--- src/design/assert_macros.svh ---
// ----------------------------------------------------------------------------
// assertion macros used by the evaluator top module
// ----------------------------------------------------------------------------
`ifndef ASSERT_MACROS_SVH
`define ASSERT_MACROS_SVH

// same-cycle implication
`define CHECK_IMPL(label, clk, rst, ante, cons, msg) \
   label: assert property (@(posedge clk) disable iff (rst) (ante) |-> (cons)) \
      else $error(msg);

// next-cycle implication
`define CHECK_NEXT(label, clk, rst, ante, cons, msg) \
   label: assert property (@(posedge clk) disable iff (rst) (ante) |=> (cons)) \
      else $error(msg);

`endif

--- src/design/pfe_pkg.sv ---
// ----------------------------------------------------------------------------
// pfe_pkg
// Types, constants and helper functions of the postfix expression evaluator.
// ----------------------------------------------------------------------------
package pfe_pkg;

   localparam int STACK_DEPTH_DEF = 16;
   localparam int DATA_W          = 32;
   localparam int ACCUM_W         = 31;
   localparam int ITER_W          = 5;

   localparam logic [ACCUM_W-1:0] ACCUM_LIMIT = 31'd214748364;
   localparam logic [ITER_W-1:0]  ITER_LAST   = 5'd31;

   typedef enum logic [3:0] {
      S_IDLE,
      S_CLOSE,
      S_POP_B,
      S_POP_A,
      S_EXEC,
      S_MUL_LOOP,
      S_NEG_A,
      S_NEG_B,
      S_DIV_LOOP,
      S_DIV_FIX,
      S_WRITE,
      S_FINISH,
      S_EMIT
   } state_type;

   typedef enum logic [1:0] {
      PH_OUT,
      PH_NUM,
      PH_OTHER
   } phase_type;

   typedef enum logic [2:0] {
      OP_NONE,
      OP_ADD,
      OP_SUB,
      OP_MUL,
      OP_DIV,
      OP_OTHER
   } op_type;

   typedef enum logic [2:0] {
      ST_OK,
      ST_UNDER,
      ST_DIVZERO,
      ST_BIGLIT,
      ST_OVER
   } status_type;

   function automatic logic is_space(input logic [7:0] c);
      return (c == 8'h20) || ((c >= 8'h09) && (c <= 8'h0d));
   endfunction

   function automatic logic is_digit(input logic [7:0] c);
      return (c >= 8'h30) && (c <= 8'h39);
   endfunction

   function automatic op_type op_code(input logic [7:0] c);
      op_type op;
      case (c)
         8'h2b:   op = OP_ADD;
         8'h2d:   op = OP_SUB;
         8'h2a:   op = OP_MUL;
         8'h2f:   op = OP_DIV;
         default: op = OP_OTHER;
      endcase
      return op;
   endfunction

endpackage

--- src/design/postfix_expression_evaluator_top.sv ---
// a plain token byte is taken in S_IDLE; a space or the last byte also passes S_CLOSE to close the token
// closing + or - pops both operands and uses the shared adder once; * and / run 32 steps of it
// the last byte then reads the top of stack in S_FINISH and waits in S_EMIT on any rsp_stall
// throughput: one byte at a time, req_stall is high while the sequencer is busy
// reset: synchronous active-high; clears control state, the stack RAM keeps its contents
// ----------------------------------------------------------------------------
// postfix_expression_evaluator_top
// ASCII postfix evaluator: stack in RAM, one shared adder for add, sub,
// shift-add multiply and restoring divide, sequenced by a small FSM.
// ----------------------------------------------------------------------------
`include "assert_macros.svh"

module postfix_expression_evaluator_top #(
   parameter int STACK_DEPTH = pfe_pkg::STACK_DEPTH_DEF
) (
   input  logic                              clock,
   input  logic                              reset,
   input  logic                              req_valid,
   output logic                              req_stall,
   input  logic [7:0]                        req_in_byte,
   input  logic                              req_end_of_expr,
   output logic                              rsp_valid,
   input  logic                              rsp_stall,
   output logic signed [pfe_pkg::DATA_W-1:0] rsp_value,
   output logic [2:0]                        rsp_status
);
   import pfe_pkg::*;

   localparam int AW = $clog2(STACK_DEPTH);
   localparam int CW = $clog2(STACK_DEPTH + 1);

   state_type            state_ff, state_in;
   logic [CW-1:0]        cnt_ff, cnt_in;
   status_type           err_ff, err_in;
   phase_type            phase_ff, phase_in;
   logic [ACCUM_W-1:0]   accum_ff, accum_in;
   logic                 ended_ff, ended_in;
   op_type               op_ff, op_in;
   logic                 last_ff, last_in;
   logic [DATA_W-1:0]    a_ff, a_in;
   logic [DATA_W-1:0]    b_ff, b_in;
   logic [DATA_W-1:0]    q_ff, q_in;
   logic [DATA_W-1:0]    res_ff, res_in;
   logic [ITER_W-1:0]    iter_ff, iter_in;
   logic                 neg_ff, neg_in;
   logic                 rsp_valid_ff, rsp_valid_in;
   logic [DATA_W-1:0]    rsp_value_ff, rsp_value_in;
   logic [2:0]           rsp_status_ff, rsp_status_in;

   logic                 ram_wr_en, ram_rd_en;
   logic [AW-1:0]        ram_wr_addr, ram_rd_addr;
   logic [DATA_W-1:0]    ram_wr_data, ram_rd_data;

   // shared adder
   logic [DATA_W:0]      add_x, add_y;
   logic                 add_cin;
   logic [DATA_W+1:0]    add_sum;

   logic                 req_xfer, out_free, byte_space, byte_digit;
   logic [3:0]           digit_val;
   logic [CW-1:0]        cnt_m1, cnt_m2;
   logic [DATA_W:0]      div_shift;
   state_type            after_op;

   pfe_ram #(
      .WIDTH (DATA_W),
      .DEPTH (STACK_DEPTH)
   ) u_stack (
      .clock   (clock),
      .wr_en   (ram_wr_en),
      .wr_addr (ram_wr_addr),
      .wr_data (ram_wr_data),
      .rd_en   (ram_rd_en),
      .rd_addr (ram_rd_addr),
      .rd_data (ram_rd_data)
   );

   assign req_stall  = (state_ff != S_IDLE);
   assign req_xfer   = req_valid && !req_stall;
   assign out_free   = !rsp_valid_ff || !rsp_stall;
   assign byte_space = is_space(req_in_byte);
   assign byte_digit = is_digit(req_in_byte);
   assign digit_val  = req_in_byte[3:0];
   assign cnt_m1     = cnt_ff - CW'(1);
   assign cnt_m2     = cnt_ff - CW'(2);
   assign div_shift  = {res_ff, q_ff[DATA_W-1]};
   assign after_op   = last_ff ? S_FINISH : S_IDLE;
   assign add_sum    = {1'b0, add_x} + {1'b0, add_y} + (DATA_W+2)'(add_cin);

   always_ff @(posedge clock) begin
      if (reset) begin
         state_ff     <= S_IDLE;
         cnt_ff       <= '0;
         err_ff       <= ST_OK;
         phase_ff     <= PH_OUT;
         accum_ff     <= '0;
         ended_ff     <= 1'b0;
         op_ff        <= OP_NONE;
         last_ff      <= 1'b0;
         rsp_valid_ff <= 1'b0;
      end else begin
         state_ff     <= state_in;
         cnt_ff       <= cnt_in;
         err_ff       <= err_in;
         phase_ff     <= phase_in;
         accum_ff     <= accum_in;
         ended_ff     <= ended_in;
         op_ff        <= op_in;
         last_ff      <= last_in;
         rsp_valid_ff <= rsp_valid_in;
      end
   end

   always_ff @(posedge clock) begin
      a_ff          <= a_in;
      b_ff          <= b_in;
      q_ff          <= q_in;
      res_ff        <= res_in;
      iter_ff       <= iter_in;
      neg_ff        <= neg_in;
      rsp_value_ff  <= rsp_value_in;
      rsp_status_ff <= rsp_status_in;
   end

   always_comb begin
      state_in      = state_ff;
      cnt_in        = cnt_ff;
      err_in        = err_ff;
      phase_in      = phase_ff;
      accum_in      = accum_ff;
      ended_in      = ended_ff;
      op_in         = op_ff;
      last_in       = last_ff;
      a_in          = a_ff;
      b_in          = b_ff;
      q_in          = q_ff;
      res_in        = res_ff;
      iter_in       = iter_ff;
      neg_in        = neg_ff;
      rsp_value_in  = rsp_value_ff;
      rsp_status_in = rsp_status_ff;
      rsp_valid_in  = rsp_valid_ff && rsp_stall;
      ram_wr_en     = 1'b0;
      ram_wr_addr   = cnt_ff[AW-1:0];
      ram_wr_data   = res_ff;
      ram_rd_en     = 1'b0;
      ram_rd_addr   = cnt_m1[AW-1:0];
      add_x         = {1'b0, a_ff};
      add_y         = {1'b0, b_ff};
      add_cin       = 1'b0;

      unique case (state_ff)
         S_IDLE: begin
            if (req_xfer) begin
               last_in = req_end_of_expr;
               if (!byte_space && (err_ff == ST_OK)) begin
                  unique case (phase_ff)
                     PH_OUT: begin
                        if (byte_digit) begin
                           phase_in = PH_NUM;
                           accum_in = ACCUM_W'(digit_val);
                        end else begin
                           phase_in = PH_OTHER;
                           op_in    = op_code(req_in_byte);
                        end
                     end
                     PH_NUM: begin
                        if (!byte_digit) begin
                           ended_in = 1'b1;
                        end else if (!ended_ff) begin
                           if ((accum_ff > ACCUM_LIMIT) ||
                               ((accum_ff == ACCUM_LIMIT) && (digit_val > 4'd7))) begin
                              err_in = ST_BIGLIT;
                           end else begin
                              accum_in = (accum_ff << 3) + (accum_ff << 1)
                                         + ACCUM_W'(digit_val);
                           end
                        end
                     end
                     default: begin
                        op_in = OP_OTHER;
                     end
                  endcase
               end
               if (byte_space || req_end_of_expr) begin
                  state_in = S_CLOSE;
               end
            end
         end

         S_CLOSE: begin
            phase_in = PH_OUT;
            accum_in = '0;
            ended_in = 1'b0;
            op_in    = OP_NONE;
            state_in = after_op;
            if (err_ff == ST_OK) begin
               if (phase_ff == PH_NUM) begin
                  if (cnt_ff == CW'(STACK_DEPTH)) begin
                     err_in = ST_OVER;
                  end else begin
                     ram_wr_en   = 1'b1;
                     ram_wr_data = {1'b0, accum_ff};
                     cnt_in      = cnt_ff + CW'(1);
                  end
               end else if (phase_ff == PH_OTHER) begin
                  if (cnt_ff < CW'(2)) begin
                     err_in = ST_UNDER;
                  end else begin
                     op_in    = op_ff;
                     state_in = S_POP_B;
                  end
               end
            end
         end

         S_POP_B: begin
            ram_rd_en = 1'b1;
            state_in  = S_POP_A;
         end

         S_POP_A: begin
            ram_rd_en   = 1'b1;
            ram_rd_addr = cnt_m2[AW-1:0];
            b_in        = ram_rd_data;
            state_in    = S_EXEC;
         end

         S_EXEC: begin
            op_in = OP_NONE;
            add_x = {1'b0, ram_rd_data};
            case (op_ff) inside
               OP_ADD, OP_SUB: begin
                  if (op_ff == OP_SUB) begin
                     add_y   = {1'b0, ~b_ff};
                     add_cin = 1'b1;
                  end
                  res_in   = add_sum[DATA_W-1:0];
                  state_in = S_WRITE;
               end
               OP_MUL: begin
                  a_in     = ram_rd_data;
                  q_in     = b_ff;
                  res_in   = '0;
                  iter_in  = '0;
                  state_in = S_MUL_LOOP;
               end
               OP_DIV: begin
                  if (b_ff == '0) begin
                     err_in   = ST_DIVZERO;
                     cnt_in   = cnt_m2;
                     state_in = after_op;
                  end else begin
                     a_in     = ram_rd_data;
                     neg_in   = ram_rd_data[DATA_W-1] ^ b_ff[DATA_W-1];
                     state_in = S_NEG_A;
                  end
               end
               default: begin
                  // unknown operator token just drops both operands
                  cnt_in   = cnt_m2;
                  state_in = after_op;
               end
            endcase
         end

         S_MUL_LOOP: begin
            add_x    = {1'b0, res_ff};
            add_y    = q_ff[0] ? {1'b0, a_ff} : '0;
            res_in   = add_sum[DATA_W-1:0];
            a_in     = a_ff << 1;
            q_in     = q_ff >> 1;
            iter_in  = iter_ff + ITER_W'(1);
            if (iter_ff == ITER_LAST) begin
               state_in = S_WRITE;
            end
         end

         S_NEG_A: begin
            add_x    = '0;
            add_y    = {1'b1, ~a_ff};
            add_cin  = 1'b1;
            q_in     = a_ff[DATA_W-1] ? add_sum[DATA_W-1:0] : a_ff;
            res_in   = '0;
            state_in = S_NEG_B;
         end

         S_NEG_B: begin
            add_x    = '0;
            add_y    = {1'b1, ~b_ff};
            add_cin  = 1'b1;
            b_in     = b_ff[DATA_W-1] ? add_sum[DATA_W-1:0] : b_ff;
            iter_in  = '0;
            state_in = S_DIV_LOOP;
         end

         S_DIV_LOOP: begin
            // restoring step: carry out means the trial subtract did not borrow
            add_x    = div_shift;
            add_y    = ~{1'b0, b_ff};
            add_cin  = 1'b1;
            res_in   = add_sum[DATA_W+1] ? add_sum[DATA_W-1:0] : div_shift[DATA_W-1:0];
            q_in     = {q_ff[DATA_W-2:0], add_sum[DATA_W+1]};
            iter_in  = iter_ff + ITER_W'(1);
            if (iter_ff == ITER_LAST) begin
               state_in = S_DIV_FIX;
            end
         end

         S_DIV_FIX: begin
            add_x    = '0;
            add_y    = {1'b1, ~q_ff};
            add_cin  = 1'b1;
            res_in   = neg_ff ? add_sum[DATA_W-1:0] : q_ff;
            state_in = S_WRITE;
         end

         S_WRITE: begin
            ram_wr_en   = 1'b1;
            ram_wr_addr = cnt_m2[AW-1:0];
            ram_wr_data = res_ff;
            cnt_in      = cnt_m1;
            state_in    = after_op;
         end

         S_FINISH: begin
            ram_rd_en = 1'b1;
            if ((err_ff == ST_OK) && (cnt_ff == '0)) begin
               err_in = ST_UNDER;
            end
            state_in = S_EMIT;
         end

         S_EMIT: begin
            if (out_free) begin
               rsp_valid_in  = 1'b1;
               rsp_value_in  = (err_ff == ST_OK) ? ram_rd_data : '0;
               rsp_status_in = err_ff;
               cnt_in        = '0;
               err_in        = ST_OK;
               last_in       = 1'b0;
               state_in      = S_IDLE;
            end
         end

         default: begin
            state_in = S_IDLE;
         end
      endcase
   end

   assign rsp_valid  = rsp_valid_ff;
   assign rsp_value  = rsp_value_ff;
   assign rsp_status = rsp_status_ff;

   `CHECK_IMPL(a_cnt_bound, clock, reset, 1'b1, cnt_ff <= CW'(STACK_DEPTH),
      "stack count beyond depth")
   `CHECK_IMPL(a_err_value_zero, clock, reset, rsp_valid_ff && (rsp_status_ff != ST_OK),
      rsp_value_ff == '0, "nonzero value with error status")
   `CHECK_NEXT(a_clean_after_emit, clock, reset, (state_ff == S_EMIT) && out_free,
      (cnt_ff == '0) && (err_ff == ST_OK) && (phase_ff == PH_OUT), "state not cleared")
   `CHECK_NEXT(a_divisor_nonzero, clock, reset, state_ff == S_NEG_B, b_ff != '0,
      "zero divisor entered division loop")

endmodule

--- src/design/pfe_ram.sv ---
// ----------------------------------------------------------------------------
// pfe_ram
// Generic single-write, single-read RAM with registered read data.
// ----------------------------------------------------------------------------
module pfe_ram #(
   parameter int WIDTH = 32,
   parameter int DEPTH = 16
) (
   input  logic                     clock,
   input  logic                     wr_en,
   input  logic [$clog2(DEPTH)-1:0] wr_addr,
   input  logic [WIDTH-1:0]         wr_data,
   input  logic                     rd_en,
   input  logic [$clog2(DEPTH)-1:0] rd_addr,
   output logic [WIDTH-1:0]         rd_data
);

   logic [WIDTH-1:0] mem_ff [DEPTH];
   logic [WIDTH-1:0] rd_data_ff;

   always_ff @(posedge clock) begin
      if (wr_en) begin
         mem_ff[wr_addr] <= wr_data;
      end
      if (rd_en) begin
         rd_data_ff <= mem_ff[rd_addr];
      end
   end

   assign rd_data = rd_data_ff;

endmodule

--- config.mk ---
export PLATFORM = sky130hd
export DESIGN_NAME = postfix_expression_evaluator_top
export DESIGN_NICKNAME = d
export VERILOG_FILES = /design/src/design/pfe_pkg.sv /design/src/design/postfix_expression_evaluator_top.sv /design/src/design/pfe_ram.sv
export VERILOG_INCLUDE_DIRS = /design/src /design/src/design
export SDC_FILE = /design/constraint.sdc
export NUM_CORES = 1
export LEC_CHECK = 0
export CAP_MARGIN = 20
export CORE_MARGIN = 2
export CORE_UTILIZATION = 50
export CTS_CLUSTER_SIZE = 28
export DETAILED_ROUTE_END_ITERATION = 8
export DONT_BUFFER_PORTS = 1
export GPL_TIMING_DRIVEN = 0
export PLACE_DENSITY = 0.68
export SYNTH_ARGS = -nofsm -noshare
export SYNTH_HDL_FRONTEND = slang
export SYNTH_SLANG_ARGS = --single-unit
export TNS_END_PERCENT = 30
--- constraint.sdc ---
create_clock -name clock -period 4.35 [get_ports clock]
set_clock_uncertainty 0.05 [all_clocks]
set_input_delay 0.6525 -clock clock [delete_from_list [all_inputs] [get_ports clock]]
set_output_delay 0.6525 -clock clock [all_outputs]
set_load 0.01 [all_outputs]
==> results of run 1 <==
[logic make-up after synthesis]
kind of cell / Yosys count / share of synthesized area, %
buf+inv: 211 / 2.38
xor+xnor: 60 / 1.41
compound gates: 693 / 12.6
flops: 764 / 60.3
fa+ha+maj: 103 / 3.55
simple gates: 823 / 9.91
mux: 203 / 9.79
[power breakdown]
group          total (mW)  leakage [nW]  internal [mW]  switching, mW
sequential           7.99          6.84           7.96         0.0301
clock                7.25          1.37           4.19           3.06
combinational       0.624          7.09          0.230          0.394
total                15.9          15.3           12.4           3.49
[stage by stage]
step / setup WS [ns] / instance area [um2] / total power, mW
2_1_floorplan: 0.0320 / 37200 / 8.49
3_3_place_gp: -2.17 / 38400 / 8.65
3_5_place_dp: -2.05 / 39200 / 8.66
4_1_cts: -0.174 / 43400 / 15.9
5_1_grt: -0.253 / 44100 / 16.3
6_report: -0.195 / 44100 / 15.9
[metal layers]
layer / track usage, % / up-vias
met2: 49.3 / 1535
met1: 38.8 / 13200
met4: 12.2 / 2
met3: 5.08 / 293
met5: 0 / -
li1: - / 11500
[worst max path at each step]
stage / start / end / slack, ns
2_1_floorplan: state_ff[2] / q_ff[28] / 0.03
3_3_place_gp: err_ff[0] / u_stack.mem_ff[0][14] / -2.17
3_5_place_dp: state_ff[1] / q_ff[28] / -2.05
4_1_cts: state_ff[2] / q_ff[31] / -0.17
5_1_grt: state_ff[3] / res_ff[8] / -0.25
6_report: state_ff[3] / res_ff[7] / -0.20
[registers in the layout, indices dropped and copies added (netlist names), 3 cells and up]
name and flops:
cnt_ff 5, b_ff 32, state_ff 4, accum_ff 31, op_ff 3, q_ff 32, rsp_status 3, err_ff 3
res_ff 32, a_ff 32, u_stack.mem_ff 512, rsp_value 32, u_stack.rd_data 32, iter_ff 5
[cell usage in the layout, fill, tap and decap left out, drive strengths merged, types with 26 or more instances in the layout]
cell and n:
nor3 31, xor2 29, nor2b 48, clkbuf 207, a22oi 49, and2 40
a31oi 70, a22o 26, o21ai 92, ha 99, xnor2 31, inv 39
a211oi 53, mux2i 72, a222oi 29, o211ai 41, dfxtp 51, buf 182
a21oi 196, nor2 234, mux4 128, edfxtp 713, clkinv 37, nand2 360
a21o 30
[worst max-delay path: stages (launching register included)]
cell and delay, ns:
dfxtp_4 0.36, buf_4 0.13, nor2b_2 0.16, buf_6 0.18, and3_4 0.28, clkbuf_16 0.17
buf_4 0.20, a21oi_1 0.09, o211ai_1 0.18, ha_1 0.33, a211oi_4 0.36, o21ai_4 0.13
nand3_4 0.16, a31oi_4 0.12, a211o_1 0.39, a21oi_4 0.20, buf_12 0.17, buf_12 0.14
buf_4 0.13, nor2_4 0.03, a21oi_2 0.13, o221ai_2 0.11
[repair_timing]
action | in CTS | in global routing
setup buffers | 60 | 38
pin swaps | 39 | 38
gates cloned | 0 | 3
resized for setup | 214 | 101
endpoints found under the setup margin | 92 | 163
[area by class of cell]
class | instances | area share, %
Multi-Input combinational cell | 1882 | 33.5
Tap cell | 969 | 2.75
Timing Repair Buffer | 127 | 3.51
Clock inverter | 55 | 1.56
Inverter | 36 | 0.315
Buffer | 168 | 2.70
Sequential cell | 764 | 50.8
Clock buffer | 94 | 4.84
==> metrics.cfg, run 1 <==
[global_routing]
grt_remaining_overflow = 0
gr-usage-all-layers_pct = 29.6
grt_max_degree = 33
grt_first_pass_wirelength_um = 169000
antenna_found_initial = 2
grt_pass1_vias = 26100

[routing]
num_vias = 26600
drtIter0Drc = 3329
avgRoutedWirePerCell_um = 28.2
wl_met3_um = 10500
met2RoutedLength_um = 55800
wl_met1_um = 44100
ant_nets = 0
top_layer = met5
wirelength_um = 115000
via_per_inst = 6.49
route.detailed.drc = 1
firstDrtPassIters = 9

[yosys]
async_flop_share_pct = 0
syn_area_per_cell_um2 = 13.0
syn_inst = 2857
yosys_register_bits = 764
ys_top_cells_by_count = edfxtp_1, nand2_1, nor2_1
yosys_warnings = 0
synth_edf_count = 713
syn-num-nets = 2973
synth_cell_type_count = 90
post-synth-top-count-cell = edfxtp_1
ys.flop_type = edfxtp_1
yosys.area.top_type_share_pct = 57.6
ys_top_cells_by_area = edfxtp_1, mux4_2, nand2_1
yosysSeqAreaShare_pct = 60.3
post-synth-top-area-cell = edfxtp_1
syn_area_um2 = 37200

[worst_setup_path]
cp-start-kind = flip-flop
arrival_ns = 4.85
ff2ff_setup_slack_ns = -0.20
cp-end-kind = flip-flop
crit-reg2reg-launch = state_ff[3]
r2r_cells = 21
crit_fanout = 9
reg2reg_to = res_ff[7]
crit_required_ns = 4.65
path_class = flip-flop to flip-flop

[floorplan]
die_area_um2 = 76600
start_util_pct = 50.2
die_h_um = 277
core_area_um2 = 74100
die_w_um = 277
rows = 100
io_pins = 50

[hold_path]
min_to = rsp_valid
holdCritStartpoint = rsp_stall
min_path_cells = 2
hold_class = primary input to flip-flop

[pwr]
power.density_nw_per_um2 = 359
ir_worst_vdd_v = 0.000302
p_leak_nw = 15.3

[place]
place_inst = 3852
hpwl_um = 81200
port_buffers = 0
globalplace.congestion = 1.01

[cts]
ctsHoldBuffers = 0
clock_insertion_delay_worst_skew_ns = 0.66
h-tree-depth = 3
path_clk_slew_ns = 0.07
cts_sinks = 764
clock_path_buffers = 3
root_buffer = clkbuf_16
numCtsBuffers = 81
cts_tree = yes

[cells_and_area]
syn2layout_area_growth_pct = 18.7
seqCellArea_um2 = 22400
final_nets = 3176
final.fill_count = 5662
instances_no_fill = 4095
drive_above_1_share_pct = 19.9
multi_input_comb_area_um2 = 14800
final_core_util_pct = 59.6
antenna-diode-count = 0

[timing]
hold_viol = 0
maxSlewHeadroom_pct = 27.3
maxSlewViolCount = 0
max_freq_ghz = 0.220
rsz0062_at_grt = yes
post-route-period-util_pct = 104
setup_violations = 90
tns_ns = -6.35
tightest_slew_ns = 1.09
final.setup.worst_slack_ns = -0.195
fin_hold_ws_ns = 0.110
period_minus_slack_ns = 4.55

[run_status]
status = finished with violations
violations = DRC, setup timing

[job]
drv_cap = 0

Note: power is estimated with default switching activity, not from simulation.
==> run 2, diff against run 1 <==
--- a/config.mk
+++ b/config.mk
@@ -9,6 +9,7 @@
 export CAP_MARGIN = 20
 export CORE_MARGIN = 2
 export CORE_UTILIZATION = 50
+export CTS_BUF_LIST = sky130_fd_sc_hd__clkbuf_4 sky130_fd_sc_hd__clkbuf_8
 export CTS_CLUSTER_SIZE = 28
 export DETAILED_ROUTE_END_ITERATION = 8
 export DONT_BUFFER_PORTS = 1
==> run 2 against run 1 <==
First-iteration DRC count is 1.9% higher. The run ends with setup timing left. Count of clock-buffer cells in the layout rose by 78. Cell count is 2.0% higher. Wire length rose by 0.27%. Fmax is 0.60% lower.
==> metrics.cfg, run 2 (synthesis results as in run 1) <==
[cts]
clock_path_buffers = 3  ; unchanged
path_clk_slew_ns = 0.07  ; about the same
root_buffer = clkbuf_8
numCtsBuffers = 130  ; +60%
h-tree-depth = 4  ; +1
clock_insertion_delay_worst_skew_ns = 0.82  ; +0.16 ns
cts_tree = yes
cts_sinks = 764  ; unchanged

[worst_setup_path]
cp-end-kind = flip-flop
cp-start-kind = flip-flop
arrival_ns = 5.09  ; +0.24 ns
crit_required_ns = 4.87  ; +0.22 ns
crit_fanout = 7  ; -2
path_class = flip-flop to flip-flop

[cells_and_area]
final_nets = 3228  ; +1.6%
final_common_cell = edfxtp_1
top_register = u_stack.mem_ff
drive_above_1_share_pct = 22.3  ; +2.4 points
final.fill_count = 5712  ; +0.88%
mostFrequentLayoutCells = edfxtp_1, nand2_1, nor2_1, a21oi_1, clkbuf_8
largest_reg_flops = 512  ; unchanged
instances_no_fill = 4178  ; +2.0%
fin_area_um2 = 44100  ; -0.18%
seqCellArea_um2 = 22400  ; unchanged
final_core_util_pct = 59.5  ; -0.10 points
multi_input_comb_area_um2 = 14900  ; +0.77%
syn2layout_area_growth_pct = 18.5

[floorplan]
io_pins = 50  ; unchanged
die_area_um2 = 76600  ; unchanged
die_w_um = 277  ; unchanged
core_area_um2 = 74100  ; unchanged
die_h_um = 277  ; unchanged
rows = 100  ; unchanged
start_util_pct = 50.2  ; unchanged

[global_routing]
antenna_found_initial = 3  ; +1
grt_max_degree = 33  ; unchanged
grt_remaining_overflow = 0  ; unchanged
grt_pass1_vias = 26400  ; +1.2%
grt_first_pass_wirelength_um = 169000  ; about the same
gr-usage-all-layers_pct = 29.7  ; +0.060 points

[pwr]
power.internal_mw = 11.6  ; -6.3%
p_clk_share_pct = 42.7  ; -3.0 points
p_leak_nw = 15.4  ; +0.28%
power.density_nw_per_um2 = 342  ; -4.8%
switchingPower_mw = 3.48  ; -0.21%
ir_worst_vdd_v = 0.000368  ; +22%
p_comb_share_pct = 4.3  ; +0.4 points
finalPower_mw = 15.1  ; -4.9%
switching_share_pct = 23.1  ; +1.1 points
power_frac_seq_pct = 53.0  ; +2.6 points

[timing]
final.setup.worst_slack_ns = -0.223  ; -0.0275 ns
maxSlewViolCount = 0  ; unchanged
rsz0062_at_grt = yes
max_freq_ghz = 0.219  ; -0.60%
setup_violations = 43  ; -52%
period_minus_slack_ns = 4.57  ; +0.0275 ns
tns_ns = -4.27  ; +2.08 ns
maxSlewHeadroom_pct = 24.1  ; -3.2 points
fin_hold_ws_ns = 0.0923  ; -0.0176 ns
post-route-period-util_pct = 105  ; +0.63 points
tightest_slew_ns = 1.13  ; +0.0475 ns
hold_viol = 0  ; unchanged

[routing]
via_per_inst = 6.46  ; -0.47%
drtIter0Drc = 3392  ; +1.9%
firstDrtPassIters = 9  ; unchanged
route.detailed.drc = 0  ; -1
avgRoutedWirePerCell_um = 27.7  ; -1.7%
num_vias = 27000  ; +1.5%
wirelength_um = 116000  ; +0.27%
ant_nets = 0  ; unchanged

[hold_path]
hold_class = primary input to flip-flop

[run_status]
violations = setup timing
status = finished with violations

[place]
place_inst = 3852  ; unchanged
port_buffers = 0  ; unchanged
globalplace.congestion = 1.01  ; unchanged
dpl_cell_area_um2 = 39200  ; unchanged
hpwl_um = 81200  ; unchanged
pre_cts_slack_ns = -2.05  ; unchanged

[job]
drv_cap = 0  ; unchanged

-- run 2: cell types whose count changed in the layout (fill, tap and decap cells not counted), moves of 5 or more --
cell and change:
buf_4 -9, clkbuf_4 +40, bufinv_16 -7, o21ai_0 -7, clkbuf_16 -84, clkbuf_1 -10, clkbuf_8 +127, buf_6 +5
o21ai_1 +6, clkinv_8 +5, clkinv_1 +10, clkinv_16 -5
-- run 2: final timing paths --
check                           slack [ns]   startpoint      endpoint  depth (start not counted)
worst max-delay path                 -0.22  state_ff[3]      q_ff[31]                         21
worst min-delay path                  0.09    rsp_stall  rsp_value[2]                          1
worst max register to register       -0.22  state_ff[3]      q_ff[31]                         21
worst min register to register        0.43  phase_ff[1]   phase_ff[1]                          2
-- run 2: layout make-up --
class	count	area share (%)
Clock inverter	54	0.988
Antenna cell	3	0.0170
Multi-Input combinational cell	1883	33.8
Clock buffer	172	4.80
Buffer	169	2.83
Inverter	36	0.315
Sequential cell	764	50.9
Tap cell	969	2.75
Timing Repair Buffer	128	3.57
-- run 2: power by group through the flow --
stage          registers [mW]  clock network (mW)  logic [mW]
6_report                 8.00                6.45       0.642
3_5_place_dp             8.15                   0       0.516
2_1_floorplan            8.13                   0       0.358
5_1_grt                  7.99                6.84       0.685
4_1_cts                  7.99                6.52       0.574
3_3_place_gp             8.15                   0       0.503
-- run 2: per-layer routing --
| metal | part of all wire, % | GRT usage, % |
|---|---|---|
| met1 | 38 | 38.1 |
| met2 | 48 | 48.7 |
| met3 | 9.6 | 6.44 |
| met4 | 4.7 | 13.3 |
| met5 | 0 | 0 |
-- run 2: timing repair --
action                     in CTS  in global routing
gates resized for setup       221                141
hold buffers                    2                  0
setup endpoints to repair      92                156
buffers inserted               53                 44
cloned                          1                  4
pin swaps                      41                 54
hold endpoints to repair        2                  0
-- run 2: critical path: stages, from the launching register on --
cell	delay (ns)
dfxtp_4	0.34
buf_6	0.11
nand2b_4	0.13
buf_8	0.13
buf_4	0.14
o21ai_4	0.08
o21ai_4	0.10
buf_6	0.16
clkbuf_16	0.16
a21oi_2	0.11
o211ai_1	0.11
ha_1	0.32
buf_6	0.10
nand4_1	0.22
buf_4	0.23
nand2b_4	0.19
a311oi_4	0.37
o21ai_4	0.14
o22ai_4	0.18
mux2_4	0.35
or2_4	0.26
a221o_1	0.31
